File: src/sv/rmzc_pkg.sv
// ----------------------------------------------------------------------------
// rmzc_pkg
// Shared types and constants of the range median zone classifier.
// ----------------------------------------------------------------------------
`default_nettype none

package rmzc_pkg;

  localparam int SENSOR_W     = 2;
  localparam int DIST_W       = 16;
  localparam int REG_W        = 16;
  localparam int APB_DATA_W   = 32;
  localparam int APB_ADDR_W   = 5;
  localparam int REG_COUNT    = 5;

  localparam int SENSOR_COUNT_DEF = 3;
  localparam int WINDOW_LEN_DEF   = 5;
  localparam int DIST_BITS_DEF    = 16;
  localparam int QUEUE_DEPTH      = 2;

  localparam int RING_FILL_MM = 4000;

  localparam logic [REG_W-1:0] MIN_RANGE_RST = 16'd20;
  localparam logic [REG_W-1:0] MAX_RANGE_RST = 16'd4000;
  localparam logic [REG_W-1:0] EMERG_RST     = 16'd300;
  localparam logic [REG_W-1:0] DANGER_RST    = 16'd800;
  localparam logic [REG_W-1:0] CAUTION_RST   = 16'd1500;

  typedef enum logic [2:0] {
    REG_MIN_RANGE = 3'd0,
    REG_MAX_RANGE = 3'd1,
    REG_EMERGENCY = 3'd2,
    REG_DANGER    = 3'd3,
    REG_CAUTION   = 3'd4
  } reg_idx_t;

  typedef enum logic [1:0] {
    ZONE_EMERGENCY = 2'd0,
    ZONE_DANGER    = 2'd1,
    ZONE_CAUTION   = 2'd2,
    ZONE_CLEAR     = 2'd3
  } zone_t;

  typedef struct packed {
    logic [REG_W-1:0] min_range_mm;
    logic [REG_W-1:0] max_range_mm;
    logic [REG_W-1:0] emergency_limit_mm;
    logic [REG_W-1:0] danger_limit_mm;
    logic [REG_W-1:0] caution_limit_mm;
  } cfg_regs_t;

endpackage

`default_nettype wire

File: src/sv/rmzc_in_if.sv
// ----------------------------------------------------------------------------
// rmzc_in_if
// Reading channel: sensor id, raw distance and end-of-scan mark.
// ----------------------------------------------------------------------------
`default_nettype none

interface rmzc_in_if;
  import rmzc_pkg::*;

  logic                valid;
  logic                ready;
  logic [SENSOR_W-1:0] sensor_id;
  logic [DIST_W-1:0]   distance_mm;
  logic                scan_end;

  modport source (output valid, output sensor_id, output distance_mm, output scan_end,
                  input ready);
  modport sink   (input valid, input sensor_id, input distance_mm, input scan_end,
                  output ready);
endinterface

`default_nettype wire

File: src/sv/rmzc_out_if.sv
// ----------------------------------------------------------------------------
// rmzc_out_if
// Result channel: median, zone and end-of-scan stop report.
// ----------------------------------------------------------------------------
`default_nettype none

interface rmzc_out_if;
  import rmzc_pkg::*;

  logic                valid;
  logic                ready;
  logic [SENSOR_W-1:0] out_sensor;
  logic [DIST_W-1:0]   median_mm;
  zone_t               zone;
  logic                stop_valid;
  logic [SENSOR_W-1:0] stop_sensor;
  logic [DIST_W-1:0]   stop_mm;

  modport source (output valid, output out_sensor, output median_mm, output zone,
                  output stop_valid, output stop_sensor, output stop_mm, input ready);
  modport sink   (input valid, input out_sensor, input median_mm, input zone,
                  input stop_valid, input stop_sensor, input stop_mm, output ready);
endinterface

`default_nettype wire

File: src/sv/range_median_zone_classifier_top.sv
// ----------------------------------------------------------------------------
// range_median_zone_classifier_top
// A word is queued in the FIFO, then registered in median and result stages.
// Throughput: one word per cycle while results are not stalled; set by the
// combinational rank median and the scan record compare in the back part.
// Reset (rst, sync): rings fill to 4000 mm, pointers and scan record clear.
// ----------------------------------------------------------------------------
`default_nettype none

module range_median_zone_classifier_top #(
  parameter int SENSOR_COUNT = rmzc_pkg::SENSOR_COUNT_DEF,
  parameter int WINDOW_LEN   = rmzc_pkg::WINDOW_LEN_DEF,
  parameter int DIST_BITS    = rmzc_pkg::DIST_BITS_DEF
) (
  input  wire                             clk,
  input  wire                             rst,
  rmzc_in_if.sink                         reading,
  rmzc_out_if.source                      result,
  input  wire                             psel,
  input  wire                             penable,
  input  wire                             pwrite,
  input  wire [rmzc_pkg::APB_ADDR_W-1:0]  paddr,
  input  wire [rmzc_pkg::APB_DATA_W-1:0]  pwdata,
  output logic [rmzc_pkg::APB_DATA_W-1:0] prdata,
  output logic                            pready
);
  import rmzc_pkg::*;

  localparam int ENTRY_W = WINDOW_LEN * DIST_BITS + 4;

  cfg_regs_t          cfg;
  logic               push_valid;
  logic [ENTRY_W-1:0] push_data;
  logic               push_ready;
  logic               pop_valid;
  logic [ENTRY_W-1:0] pop_data;
  logic               pop_ready;

  rmzc_cfg u_cfg (
    .clk     (clk),
    .rst     (rst),
    .psel    (psel),
    .penable (penable),
    .pwrite  (pwrite),
    .paddr   (paddr),
    .pwdata  (pwdata),
    .prdata  (prdata),
    .pready  (pready),
    .cfg     (cfg)
  );

  rmzc_front #(
    .SENSOR_COUNT (SENSOR_COUNT),
    .WINDOW_LEN   (WINDOW_LEN),
    .DIST_BITS    (DIST_BITS),
    .ENTRY_W      (ENTRY_W)
  ) u_front (
    .clk        (clk),
    .rst        (rst),
    .cfg        (cfg),
    .rd         (reading),
    .push_valid (push_valid),
    .push_data  (push_data),
    .push_ready (push_ready)
  );

  rmzc_fifo #(
    .WIDTH (ENTRY_W),
    .DEPTH (QUEUE_DEPTH)
  ) u_fifo (
    .clk        (clk),
    .rst        (rst),
    .push_valid (push_valid),
    .push_data  (push_data),
    .push_ready (push_ready),
    .pop_valid  (pop_valid),
    .pop_data   (pop_data),
    .pop_ready  (pop_ready)
  );

  rmzc_back #(
    .WINDOW_LEN (WINDOW_LEN),
    .DIST_BITS  (DIST_BITS),
    .ENTRY_W    (ENTRY_W)
  ) u_back (
    .clk       (clk),
    .rst       (rst),
    .cfg       (cfg),
    .pop_valid (pop_valid),
    .pop_data  (pop_data),
    .pop_ready (pop_ready),
    .res       (result)
  );

endmodule

`default_nettype wire

File: src/sv/rmzc_cfg.sv
// ----------------------------------------------------------------------------
// rmzc_cfg
// APB register file holding the range and zone limits.
// ----------------------------------------------------------------------------
`default_nettype none

module rmzc_cfg (
  input  wire                             clk,
  input  wire                             rst,
  input  wire                             psel,
  input  wire                             penable,
  input  wire                             pwrite,
  input  wire [rmzc_pkg::APB_ADDR_W-1:0]  paddr,
  input  wire [rmzc_pkg::APB_DATA_W-1:0]  pwdata,
  output logic [rmzc_pkg::APB_DATA_W-1:0] prdata,
  output logic                            pready,
  output rmzc_pkg::cfg_regs_t             cfg
);
  import rmzc_pkg::*;

  reg_idx_t   idx;
  logic       wr_en;
  logic [REG_W-1:0] rd_val;

  assign idx    = reg_idx_t'(paddr[APB_ADDR_W-1:2]);
  assign wr_en  = psel && penable && pwrite;
  assign pready = 1'b1;

  always_ff @(posedge clk) begin
    if (rst) begin
      cfg.min_range_mm       <= MIN_RANGE_RST;
      cfg.max_range_mm       <= MAX_RANGE_RST;
      cfg.emergency_limit_mm <= EMERG_RST;
      cfg.danger_limit_mm    <= DANGER_RST;
      cfg.caution_limit_mm   <= CAUTION_RST;
    end else if (wr_en) begin
      case (idx)
        REG_MIN_RANGE: cfg.min_range_mm       <= pwdata[REG_W-1:0];
        REG_MAX_RANGE: cfg.max_range_mm       <= pwdata[REG_W-1:0];
        REG_EMERGENCY: cfg.emergency_limit_mm <= pwdata[REG_W-1:0];
        REG_DANGER:    cfg.danger_limit_mm    <= pwdata[REG_W-1:0];
        REG_CAUTION:   cfg.caution_limit_mm   <= pwdata[REG_W-1:0];
        default: ;
      endcase
    end
  end

  always_comb begin
    case (idx)
      REG_MIN_RANGE: rd_val = cfg.min_range_mm;
      REG_MAX_RANGE: rd_val = cfg.max_range_mm;
      REG_EMERGENCY: rd_val = cfg.emergency_limit_mm;
      REG_DANGER:    rd_val = cfg.danger_limit_mm;
      REG_CAUTION:   rd_val = cfg.caution_limit_mm;
      default:       rd_val = '0;
    endcase
    prdata = APB_DATA_W'(rd_val);
  end

endmodule

`default_nettype wire

File: src/sv/rmzc_front.sv
// ----------------------------------------------------------------------------
// rmzc_front
// Accepts readings, maps out-of-range to max, updates ring and queues window.
// ----------------------------------------------------------------------------
`default_nettype none

module rmzc_front #(
  parameter int SENSOR_COUNT = rmzc_pkg::SENSOR_COUNT_DEF,
  parameter int WINDOW_LEN   = rmzc_pkg::WINDOW_LEN_DEF,
  parameter int DIST_BITS    = rmzc_pkg::DIST_BITS_DEF,
  parameter int ENTRY_W      = WINDOW_LEN * DIST_BITS + 4
) (
  input  wire                  clk,
  input  wire                  rst,
  input  rmzc_pkg::cfg_regs_t  cfg,
  rmzc_in_if.sink              rd,
  output logic                 push_valid,
  output logic [ENTRY_W-1:0]   push_data,
  input  wire                  push_ready
);
  import rmzc_pkg::*;

  localparam int SIDX_W = (SENSOR_COUNT > 1) ? $clog2(SENSOR_COUNT) : 1;
  localparam int PTR_W  = $clog2(WINDOW_LEN);
  localparam int WIN_W  = WINDOW_LEN * DIST_BITS;
  localparam logic [DIST_BITS-1:0] FILL = DIST_BITS'(RING_FILL_MM);

  logic [DIST_BITS-1:0] ring [SENSOR_COUNT][WINDOW_LEN];
  logic [PTR_W-1:0]     ptr  [SENSOR_COUNT];

  logic [SIDX_W-1:0]    row;
  logic                 known;
  logic [DIST_BITS-1:0] raw;
  logic [DIST_BITS-1:0] min_mm;
  logic [DIST_BITS-1:0] max_mm;
  logic [DIST_BITS-1:0] clamped;
  logic [PTR_W-1:0]     cur_ptr;
  logic [PTR_W-1:0]     ptr_next;
  logic [DIST_BITS-1:0] win [WINDOW_LEN];

  assign row      = SIDX_W'(rd.sensor_id);
  assign known    = int'(rd.sensor_id) < SENSOR_COUNT;
  assign raw      = DIST_BITS'(rd.distance_mm);
  assign min_mm   = DIST_BITS'(cfg.min_range_mm);
  assign max_mm   = DIST_BITS'(cfg.max_range_mm);
  assign clamped  = (raw < min_mm || raw > max_mm) ? max_mm : raw;
  assign cur_ptr  = ptr[row];
  assign ptr_next = (cur_ptr == PTR_W'(WINDOW_LEN - 1)) ? '0 : cur_ptr + PTR_W'(1);

  assign rd.ready   = push_ready;
  assign push_valid = rd.valid;

  always_comb begin
    for (int k = 0; k < WINDOW_LEN; k++) begin
      win[k] = (PTR_W'(k) == cur_ptr) ? clamped : ring[row][k];
      push_data[k*DIST_BITS +: DIST_BITS] = win[k];
    end
    push_data[WIN_W +: SENSOR_W] = rd.sensor_id;
    push_data[WIN_W + SENSOR_W]     = rd.scan_end;
    push_data[WIN_W + SENSOR_W + 1] = known;
  end

  always_ff @(posedge clk) begin
    if (rst) begin
      for (int s = 0; s < SENSOR_COUNT; s++) begin
        ptr[s] <= '0;
        for (int k = 0; k < WINDOW_LEN; k++) begin
          ring[s][k] <= FILL;
        end
      end
    end else if (rd.valid && push_ready && known) begin
      ring[row][cur_ptr] <= clamped;
      ptr[row]           <= ptr_next;
    end
  end

endmodule

`default_nettype wire

File: src/sv/rmzc_fifo.sv
// ----------------------------------------------------------------------------
// rmzc_fifo
// Short queue between the front and back parts.
// ----------------------------------------------------------------------------
`default_nettype none

module rmzc_fifo #(
  parameter int WIDTH = 84,
  parameter int DEPTH = rmzc_pkg::QUEUE_DEPTH
) (
  input  wire               clk,
  input  wire               rst,
  input  wire               push_valid,
  input  wire [WIDTH-1:0]   push_data,
  output logic              push_ready,
  output logic              pop_valid,
  output logic [WIDTH-1:0]  pop_data,
  input  wire               pop_ready
);
  localparam int PTR_W = $clog2(DEPTH);
  localparam int CNT_W = $clog2(DEPTH + 1);

  logic [WIDTH-1:0] mem [DEPTH];
  logic [PTR_W-1:0] wr_ptr;
  logic [PTR_W-1:0] rd_ptr;
  logic [CNT_W-1:0] count;
  logic             push;
  logic             pop;

  assign push_ready = count != CNT_W'(DEPTH);
  assign pop_valid  = count != '0;
  assign pop_data   = mem[rd_ptr];
  assign push       = push_valid && push_ready;
  assign pop        = pop_valid && pop_ready;

  always_ff @(posedge clk) begin
    if (push) begin
      mem[wr_ptr] <= push_data;
    end
  end

  always_ff @(posedge clk) begin
    if (rst) begin
      wr_ptr <= '0;
      rd_ptr <= '0;
      count  <= '0;
    end else begin
      if (push) begin
        wr_ptr <= (wr_ptr == PTR_W'(DEPTH - 1)) ? '0 : wr_ptr + PTR_W'(1);
      end
      if (pop) begin
        rd_ptr <= (rd_ptr == PTR_W'(DEPTH - 1)) ? '0 : rd_ptr + PTR_W'(1);
      end
      if (push && !pop) begin
        count <= count + CNT_W'(1);
      end else if (pop && !push) begin
        count <= count - CNT_W'(1);
      end
    end
  end

endmodule

`default_nettype wire

File: src/sv/rmzc_back.sv
// ----------------------------------------------------------------------------
// rmzc_back
// Median by rank selection, zone compare, scan emergency record, result reg.
// ----------------------------------------------------------------------------
`default_nettype none

module rmzc_back #(
  parameter int WINDOW_LEN = rmzc_pkg::WINDOW_LEN_DEF,
  parameter int DIST_BITS  = rmzc_pkg::DIST_BITS_DEF,
  parameter int ENTRY_W    = WINDOW_LEN * DIST_BITS + 4
) (
  input  wire                  clk,
  input  wire                  rst,
  input  rmzc_pkg::cfg_regs_t  cfg,
  input  wire                  pop_valid,
  input  wire [ENTRY_W-1:0]    pop_data,
  output logic                 pop_ready,
  rmzc_out_if.source           res
);
  import rmzc_pkg::*;

  localparam int RANK_W = $clog2(WINDOW_LEN);
  localparam int MID    = WINDOW_LEN / 2;
  localparam int WIN_W  = WINDOW_LEN * DIST_BITS;

  logic [DIST_BITS-1:0] w [WINDOW_LEN];
  logic [WINDOW_LEN-1:0] lt;
  logic [RANK_W-1:0]    rank;
  logic [DIST_BITS-1:0] med_c;

  // median stage
  logic                 a_valid;
  logic [DIST_BITS-1:0] a_med;
  logic [SENSOR_W-1:0]  a_sid;
  logic                 a_end;
  logic                 a_known;
  logic                 a_ready;
  logic                 b_ready;

  // scan record
  logic                 has_emerg;
  logic [DIST_BITS-1:0] near_mm;
  logic [SENSOR_W-1:0]  near_sensor;

  logic                 emerg;
  zone_t                zone_c;
  logic                 has_next;
  logic [DIST_BITS-1:0] near_mm_next;
  logic [SENSOR_W-1:0]  near_sensor_next;

  always_comb begin
    med_c = '0;
    for (int i = 0; i < WINDOW_LEN; i++) begin
      w[i] = pop_data[i*DIST_BITS +: DIST_BITS];
    end
    for (int i = 0; i < WINDOW_LEN; i++) begin
      for (int j = 0; j < WINDOW_LEN; j++) begin
        lt[j] = (j != i) && ((w[j] < w[i]) || ((w[j] == w[i]) && (j < i)));
      end
      rank = RANK_W'($countones(lt));
      if (rank == RANK_W'(MID)) begin
        med_c = w[i];
      end
    end
  end

  assign b_ready   = !res.valid || res.ready;
  assign a_ready   = !a_valid || b_ready;
  assign pop_ready = a_ready;

  always_ff @(posedge clk) begin
    if (rst) begin
      a_valid <= 1'b0;
    end else if (a_ready) begin
      a_valid <= pop_valid;
    end
  end

  always_ff @(posedge clk) begin
    if (a_ready && pop_valid) begin
      a_known <= pop_data[WIN_W + SENSOR_W + 1];
      a_end   <= pop_data[WIN_W + SENSOR_W];
      a_sid   <= pop_data[WIN_W +: SENSOR_W];
      a_med   <= pop_data[WIN_W + SENSOR_W + 1] ? med_c : '0;
    end
  end

  always_comb begin
    emerg = a_known && (a_med < DIST_BITS'(cfg.emergency_limit_mm));
    if (!a_known) begin
      zone_c = ZONE_CLEAR;
    end else if (emerg) begin
      zone_c = ZONE_EMERGENCY;
    end else if (a_med < DIST_BITS'(cfg.danger_limit_mm)) begin
      zone_c = ZONE_DANGER;
    end else if (a_med < DIST_BITS'(cfg.caution_limit_mm)) begin
      zone_c = ZONE_CAUTION;
    end else begin
      zone_c = ZONE_CLEAR;
    end
    has_next         = has_emerg || emerg;
    near_mm_next     = near_mm;
    near_sensor_next = near_sensor;
    if (emerg && (!has_emerg || a_med < near_mm)) begin
      near_mm_next     = a_med;
      near_sensor_next = a_sid;
    end
  end

  always_ff @(posedge clk) begin
    if (rst) begin
      res.valid   <= 1'b0;
      has_emerg   <= 1'b0;
      near_mm     <= '1;
      near_sensor <= '0;
    end else if (b_ready) begin
      res.valid <= a_valid;
      if (a_valid) begin
        if (a_end) begin
          has_emerg   <= 1'b0;
          near_mm     <= '1;
          near_sensor <= '0;
        end else begin
          has_emerg   <= has_next;
          near_mm     <= near_mm_next;
          near_sensor <= near_sensor_next;
        end
      end
    end
  end

  always_ff @(posedge clk) begin
    if (b_ready && a_valid) begin
      res.out_sensor  <= a_sid;
      res.median_mm   <= DIST_W'(a_med);
      res.zone        <= zone_c;
      res.stop_valid  <= a_end && has_next;
      res.stop_sensor <= (a_end && has_next) ? near_sensor_next : '0;
      res.stop_mm     <= (a_end && has_next) ? DIST_W'(near_mm_next) : '0;
    end
  end

endmodule

`default_nettype wire

File: src/flat_wrapper.sv
// flat-port wrapper written by rule: the top's interface ports become plain ports
module range_median_zone_classifier_top_flat import rmzc_pkg::*;
#(
  parameter int SENSOR_COUNT = rmzc_pkg::SENSOR_COUNT_DEF,
  parameter int WINDOW_LEN   = rmzc_pkg::WINDOW_LEN_DEF,
  parameter int DIST_BITS    = rmzc_pkg::DIST_BITS_DEF
)
  (clk, rst, psel, penable, pwrite, paddr, pwdata, prdata, pready, reading_valid, reading_sensor_id, reading_distance_mm, reading_scan_end, reading_ready, result_valid, result_out_sensor, result_median_mm, result_zone, result_stop_valid, result_stop_sensor, result_stop_mm, result_ready);
  rmzc_in_if reading_i ();
  rmzc_out_if result_i ();
  input  wire clk;
  input  wire rst;
  input  wire psel;
  input  wire penable;
  input  wire pwrite;
  input  wire [rmzc_pkg::APB_ADDR_W-1:0] paddr;
  input  wire [rmzc_pkg::APB_DATA_W-1:0] pwdata;
  output logic [rmzc_pkg::APB_DATA_W-1:0] prdata;
  output logic pready;
  input wire logic [$bits(reading_i.valid)-1:0] reading_valid;
  input wire logic [$bits(reading_i.sensor_id)-1:0] reading_sensor_id;
  input wire logic [$bits(reading_i.distance_mm)-1:0] reading_distance_mm;
  input wire logic [$bits(reading_i.scan_end)-1:0] reading_scan_end;
  output wire logic [$bits(reading_i.ready)-1:0] reading_ready;
  output wire logic [$bits(result_i.valid)-1:0] result_valid;
  output wire logic [$bits(result_i.out_sensor)-1:0] result_out_sensor;
  output wire logic [$bits(result_i.median_mm)-1:0] result_median_mm;
  output wire logic [$bits(result_i.zone)-1:0] result_zone;
  output wire logic [$bits(result_i.stop_valid)-1:0] result_stop_valid;
  output wire logic [$bits(result_i.stop_sensor)-1:0] result_stop_sensor;
  output wire logic [$bits(result_i.stop_mm)-1:0] result_stop_mm;
  input wire logic [$bits(result_i.ready)-1:0] result_ready;
  assign reading_i.valid = reading_valid;
  assign reading_i.sensor_id = reading_sensor_id;
  assign reading_i.distance_mm = reading_distance_mm;
  assign reading_i.scan_end = reading_scan_end;
  assign reading_ready = reading_i.ready;
  assign result_valid = result_i.valid;
  assign result_out_sensor = result_i.out_sensor;
  assign result_median_mm = result_i.median_mm;
  assign result_zone = result_i.zone;
  assign result_stop_valid = result_i.stop_valid;
  assign result_stop_sensor = result_i.stop_sensor;
  assign result_stop_mm = result_i.stop_mm;
  assign result_i.ready = result_ready;
  range_median_zone_classifier_top #(.SENSOR_COUNT(SENSOR_COUNT), .WINDOW_LEN(WINDOW_LEN), .DIST_BITS(DIST_BITS)) u_core (.clk(clk), .rst(rst), .reading(reading_i), .result(result_i), .psel(psel), .penable(penable), .pwrite(pwrite), .paddr(paddr), .pwdata(pwdata), .prdata(prdata), .pready(pready));
endmodule
File: config.mk
export PLATFORM = sky130hd
export DESIGN_NAME = range_median_zone_classifier_top_flat
export DESIGN_NICKNAME = d
export VERILOG_FILES = /design/src/sv/rmzc_pkg.sv /design/src/sv/rmzc_in_if.sv /design/src/sv/rmzc_out_if.sv /design/src/sv/range_median_zone_classifier_top.sv /design/src/sv/rmzc_cfg.sv /design/src/sv/rmzc_front.sv /design/src/sv/rmzc_fifo.sv /design/src/sv/rmzc_back.sv /design/src/flat_wrapper.sv
export SDC_FILE = /design/constraint.sdc
export NUM_CORES = 1
export LEC_CHECK = 0
export ABC_CLOCK_PERIOD_IN_PS = 5650
export BUFFER_PORTS_ARGS = -buffer_cell sky130_fd_sc_hd__buf_2
export CAP_MARGIN = 0
export CORE_MARGIN = 1
export CORE_UTILIZATION = 55
export CTS_BUF_LIST = sky130_fd_sc_hd__clkbuf_4 sky130_fd_sc_hd__clkbuf_8
export CTS_CLUSTER_DIAMETER = 100
export DETAILED_ROUTE_END_ITERATION = 7
export GPL_TIMING_DRIVEN = 1
export PLACE_DENSITY_LB_ADDON = 0.12
export SETUP_SLACK_MARGIN = 0.2
export SYNTH_ARGS = -nofsm -noshare
export SYNTH_HDL_FRONTEND = slang
export SYNTH_SLANG_ARGS = --single-unit
File: constraint.sdc
create_clock -name clk -period 5.65 [get_ports clk]
set_clock_uncertainty 0.05 [all_clocks]
set_input_delay 0.565 -clock clk [delete_from_list [all_inputs] [get_ports clk]]
set_output_delay 0.565 -clock clk [all_outputs]
set_load 0.1 [all_outputs]
# After elaboration in Yosys (flattened, before gate mapping)
# Memory sizes are Yosys's and may differ from the RTL's. A register that Yosys moved wholly into a read port is not among the register bits.
# Cells that the tools add are included.
# W data, S select, Z words.
[op_classes]
addsub = 20
order_cmp = 29
eq_ne = 25
muxes = 43
bitwise_logic = 1
n_reduce_logical = 44
[op_table]
columns = ["cell", "count"]
rows = [
  ["$lt A16 B16 Y1", 25],
  ["$mux W80", 3],
  ["$mux W16", 14],
  ["$eq A16 B16 Y1", 10],
  ["$pmux W16 S5", 1],
  ["$reduce_or A80 Y1", 1],
  ["$demux W16 S3", 1],
  ["$eq A3 B2 Y1 const B", 7],
  ["$gt A16 B16 Y1", 1],
  ["$mux W2", 8],
  ["$logic_or A1 B1 Y1", 15],
  ["$mux W1", 14],
  ["$add A1 B1 Y2", 6],
  ["$add A3 B1 Y3", 4],
  ["$logic_and A1 B1 Y1", 12],
  ["$reduce_and A2 Y1", 6],
  ["$add A1 B2 Y3", 2],
  ["$add A2 B1 Y3", 2],
  ["$eq A2 B3 Y1 const A", 2],
  ["$eq A3 B3 Y1 const B", 2],
  ["$logic_not A3 Y1", 2],
  ["$mux W3", 2],
  ["$logic_not A1 Y1", 5],
  ["$ge A4 B4 Y1 const B", 1],
  ["other kinds (14)", 16],
]
[totals]
regBits = 164
ram_bits = 417
inputBits = 63
out_inout_bits = 74
wordCells = 188
mem_count = 3
[memory_table]
columns = ["memory", "words", "width", "rd", "rd_clocked_by_memory_dff", "wr", "line_no", "text"]
rows = [
  ["u_core.u_front.ring", 3, 80, 1, 0, 3, "rmzc_front.sv:28", "logic [DIST_BITS-1:0] ring [SENSOR_COUNT][WINDOW_LEN];"],
  ["u_core.u_fifo.mem", 2, 84, 1, 1, 1, "rmzc_fifo.sv:23", "logic [WIDTH-1:0] mem [DEPTH];"],
  ["u_core.u_front.ptr", 3, 3, 1, 0, 3, "rmzc_front.sv:29", "logic [PTR_W-1:0] ptr [SENSOR_COUNT];"],
]

# Longest topological paths before layout
[depth]
ltp_word = 10
mapped_depth = 23
mapped_depth_nobuf = 20

# Cells and area by module
# A second synthesis with hierarchy kept.
[hier_totals]
hier_cells = 2729
hier_area_um2 = 34197.8
[by_module_without_submodules]
columns = ["mod", "n_inst", "cells_per_inst", "area_each_um2", "seq_area_each_um2"]
rows = [
  ["rmzc_front", 1, 1071, 15140.8, 9969.6],
  ["rmzc_back", 1, 975, 8831.0, 2192.1],
  ["rmzc_fifo", 1, 285, 6298.5, 5144.9],
  ["rmzc_cfg", 1, 398, 3927.5, 1601.5],
]

# Least setup slack after synthesis
# OpenSTA, ideal clock, no wires.
[synth_path]
path_kind = "reg-to-reg"
from = "register u_core.u_fifo.count[0]"
to = "memory u_core.u_fifo.mem[0][0] (enable)"
setup_ps = 527
arrival_time_ps = 4979
t_required_ps = 5073
path_slack_ps = 93
stages_incl_launch_ff = 4
n_path_buf = 0
period_less_slack_ps = 5557
cell_sequence = "dfxtp_1 -> nand2b_1 -> nand2_1 -> nor2_1"
[synth_via]
elab_chain_len = 4
[synth_rtl]
columns = ["item", "line_no", "text"]
rows = [
  ["start, declared", "rmzc_fifo.sv:26", "logic [CNT_W-1:0] count;"],
  ["start signal, assigned", "rmzc_fifo.sv:55", "count <= count + CNT_W'(1);"],
  ["start signal, assigned", "rmzc_fifo.sv:57", "count <= count - CNT_W'(1);"],
  ["$ne A2 B2 Y1", "rmzc_fifo.sv:30", "assign push_ready = count != CNT_W'(DEPTH);"],
  ["named net reading_ready", "flat_wrapper.sv:24", "output wire logic [$bits(reading_i.ready)-1:0] reading_ready;"],
  ["$logic_and A1 B1 Y1", "rmzc_fifo.sv:33", "assign push = push_valid && push_ready;"],
  ["$mux W1", "rmzc_fifo.sv:37", "if (push) begin"],
  ["$mux W1 (not written as such)", "rmzc_fifo.sv:38", "mem[wr_ptr] <= push_data;"],
  ["end, declared", "rmzc_fifo.sv:23", ""],
]
# The timed path passes the listed nets, and every way through them passes these cells.

==> impl_metrics.env <==
export IMPL_start_kind="register"
export IMPL_grt_pass1_wl_mm=140
export IMPL_cts_buffers=106
export IMPL_grt_pass1_vias=23000
export IMPL_final_antenna_net_count=0
export IMPL_cap_violations=0
export IMPL_start_util=0.559
export IMPL_wl_per_cell_um=23.9
export IMPL_power_density_nw_per_um2=554
export IMPL_synth_most_common_cell="edfxtp_1"
export IMPL_die_area_um2=62600
export IMPL_cts_tree="done"
export IMPL_core_area_um2=60600
export IMPL_overflow=0
export IMPL_endpoint_kind="register"
export IMPL_critPathKind="register to register"
export IMPL_vias=23800
export IMPL_min_path_type="input pin to register"
export IMPL_dp_cells=3752
export IMPL_clock_sinks=665
export IMPL_grt_max_degree=71
export IMPL_status="finished, final reports clean"
export IMPL_nets=3414
export IMPL_setup_viol=0
export IMPL_max_slew_margin=0.178
export IMPL_synthTopCellsByArea="edfxtp_1, ha_1, dfxtp_1"
export IMPL_synth_ff_latch_count=665
export IMPL_final_cells=3954
export IMPL_cp_max_fo=22
export IMPL_grtUsageTotal=0.300
export IMPL_synthToLayoutAreaGrowth_pct=12.3
export IMPL_drt_iter0_drc=2287
export IMPL_cp_common_cell="ha_1"
export IMPL_slowest_delay_ps=630
export IMPL_fp_dieW_um=250
export IMPL_synth_top_area_frac=0.496
export IMPL_synth_top_area_cell="edfxtp_1"
export IMPL_avgSynthCellArea_um2=12.0
export IMPL_yosysWarnings=0
export IMPL_rows=90
export IMPL_die_h_um=250
export IMPL_gp_congestion=0.941
export IMPL_ys_flop_type="edfxtp_1"
export IMPL_antenna_found_initial=2
export IMPL_htreeDepth=3
export IMPL_vias_per_cell=6.01
export IMPL_finalMaxSlewViolations=0
export IMPL_ys_seq_area_frac=0.558
export IMPL_dr_pass1_iters=6
export IMPL_yosys_top_cells_count="edfxtp_1, nand2_1, ha_1, nor2_1, o21ai_0"
export IMPL_peakVddDrop_uv=578
export IMPL_cts_buffer_depth=3
export IMPL_multiInputGateArea_um2=14000
export IMPL_path_delay_family="adder cells"
export IMPL_hold_viol_final=0
export IMPL_synth_distinct_cells=73
export IMPL_portBuffers=101
export IMPL_dpl_hpwl_mm=68.0
export IMPL_worst_pin_slew_ps=1230
export IMPL_rsz0062_at_grt="no"
export IMPL_tns_ps=0
export IMPL_period_share=0.898
export IMPL_crit_buf_inv=4
export IMPL_drc_errors=0
export IMPL_path_cells="buf_4 -> mux2i_1 -> inv_1 -> ha_1 -> o21ai_0 -> nand2b_1 -> a21oi_1 -> o21ai_0 -> a31oi_1 -> o22a_1 -> fa_1 -> inv_1 -> ha_1 -> ha_1 -> or3b_2 -> buf_4 -> o211ai_1 -> o211a_1 -> nor3_1"
export IMPL_total_leakage_power_nw=14.7
export IMPL_insertion_delay_ps=750
export IMPL_routed_wl_mm=94.5
export IMPL_period_minus_slack_ps=5080
export IMPL_synth_edf_count=559
export IMPL_netlist_instances=2819
export IMPL_cts_root_buf="clkbuf_8"
export IMPL_critPathSlowestCell="mux2i_1"
export IMPL_fillCellCount=4802
export IMPL_regArea_um2=18900
export IMPL_worstPathRequired_ps=6030
export IMPL_max_freq_mhz=197
export IMPL_path_clk_slew_ps=60
export IMPL_pin_count=137
export IMPL_async_reset_ff_frac=0
export IMPL_cp_arrival_ps=5450
export IMPL_syn_cell_area_um2=33900
export IMPL_drive_above_1_share=0.161
[flip-flops by register name (all words and copies together) (netlist names), 2 cells and up, named ones only]
register	count
u_core.u_front.ptr	12
u_core.u_front.ring	320
u_core.u_back.res.zone	2
u_core.u_back.near_mm	16
u_core.u_back.res.median_mm	16
u_core.u_back.res.out_sensor	2
u_core.u_fifo.count	2
u_core.u_back.a_sid	2
u_core.u_back.near_sensor	2
u_core.u_back.res.stop_mm	16
u_core.u_back.a_med	16
u_core.u_back.res.stop_sensor	2
u_core.u_fifo.mem	168
u_core.u_cfg.cfg	80
[cells in the final DEF (no fill, tap or decap), types with 109 or more instances in the layout]
cell type    n
clkbuf_8   113
o21ai_0    183
nand2_1    404
a21oi_1    154
edfxtp_1   559
ha_1       267
buf_4      109
inv_1      160
nor2_1     202
[worst reg2reg max path: stages (launching register included)]
cell      delay (ps)
dfxtp_4          510
buf_4            280
mux2i_1          630
inv_1            110
ha_1             340
o21ai_0           90
nand2b_1          70
a21oi_1           70
o21ai_0          200
a31oi_1          150
o22a_1           220
fa_1             530
inv_1             40
ha_1             170
ha_1             260
or3b_2           460
buf_4            230
o211ai_1         140
o211a_1          200
nor3_1            50
[where the power goes]
| group | internal, mW | switching (mW) | leakage, nW |
|---|---|---|---|
| clock network | 2.20 | 1.96 | 1.13 |
| registers | 6.13 | 0.377 | 5.98 |
| logic | 4.03 | 6.38 | 7.60 |
[final timing paths]
check	slack, ps	from	to	depth (start not counted)
hold reg to reg	420	u_core.u_cfg.cfg[18]$_SDFFE_PP0P_	u_core.u_cfg.cfg[18]$_SDFFE_PP0P_	2
hold / removal	80	pwdata[15]	u_core.u_cfg.cfg[79]$_SDFFE_PP0P_	3
setup reg to reg	570	register	u_core.u_back.a_med[12]$_SDFFCE_PN0P_	19
setup / recovery	570	register	u_core.u_back.a_med[12]$_SDFFCE_PN0P_	19
[per-stage QoR]
step           utilization  cell area [um2]  power, mW  hold slack (ps)  setup WS (ps)
4_1_cts              0.628            38000       21.0             37.5            478
5_1_grt              0.628            38000       22.2             84.7            300
3_3_place_gp         0.592            35900       16.6              408            505
6_report             0.628            38000       21.1             82.9            575
2_1_floorplan            -            34200       13.7              396            509
3_5_place_dp         0.592            35900       16.8              415            506
[cell families after synthesis]
| group | Yosys count | share of synthesized area |
|---|---|---|
| and+or+nand+nor | 807 | 0.105 |
| muxes | 218 | 0.0970 |
| buffers and inverters | 320 | 0.0390 |
| other | 2 | 0.000222 |
| adders and majority gates | 272 | 0.102 |
| xor gates and xnor gates | 4 | 0.00103 |
| AOI/OAI and AO/OA | 531 | 0.0975 |
| DFF | 665 | 0.558 |
[layer usage]
layer	wire length, um	vias to the layer above	global-route usage
met5	13	-	0
met4	3120	2	0.110
met3	7790	196	0.0467
met2	43600	1076	0.474
met1	40000	11600	0.423
li1	-	10800	-
[area by class of cell]
cell class | instances | area share
Clock inverter | 55 | 0.00964
Tap cell | 782 | 0.0257
Antenna cell | 4 | 0.000263
Sequential cell | 665 | 0.497
Multi-Input combinational cell | 1932 | 0.369
Clock buffer | 142 | 0.0466
Inverter | 163 | 0.0161
Timing Repair Buffer | 211 | 0.0356
[timing repair]
action	CTS	global route
endpoints found under the setup margin	0	10
hold buffers	1	0
setup buffers	0	0
hold endpoints to repair	2	0
resized for setup	0	1
Note: power is estimated with default switching activity, not from simulation.
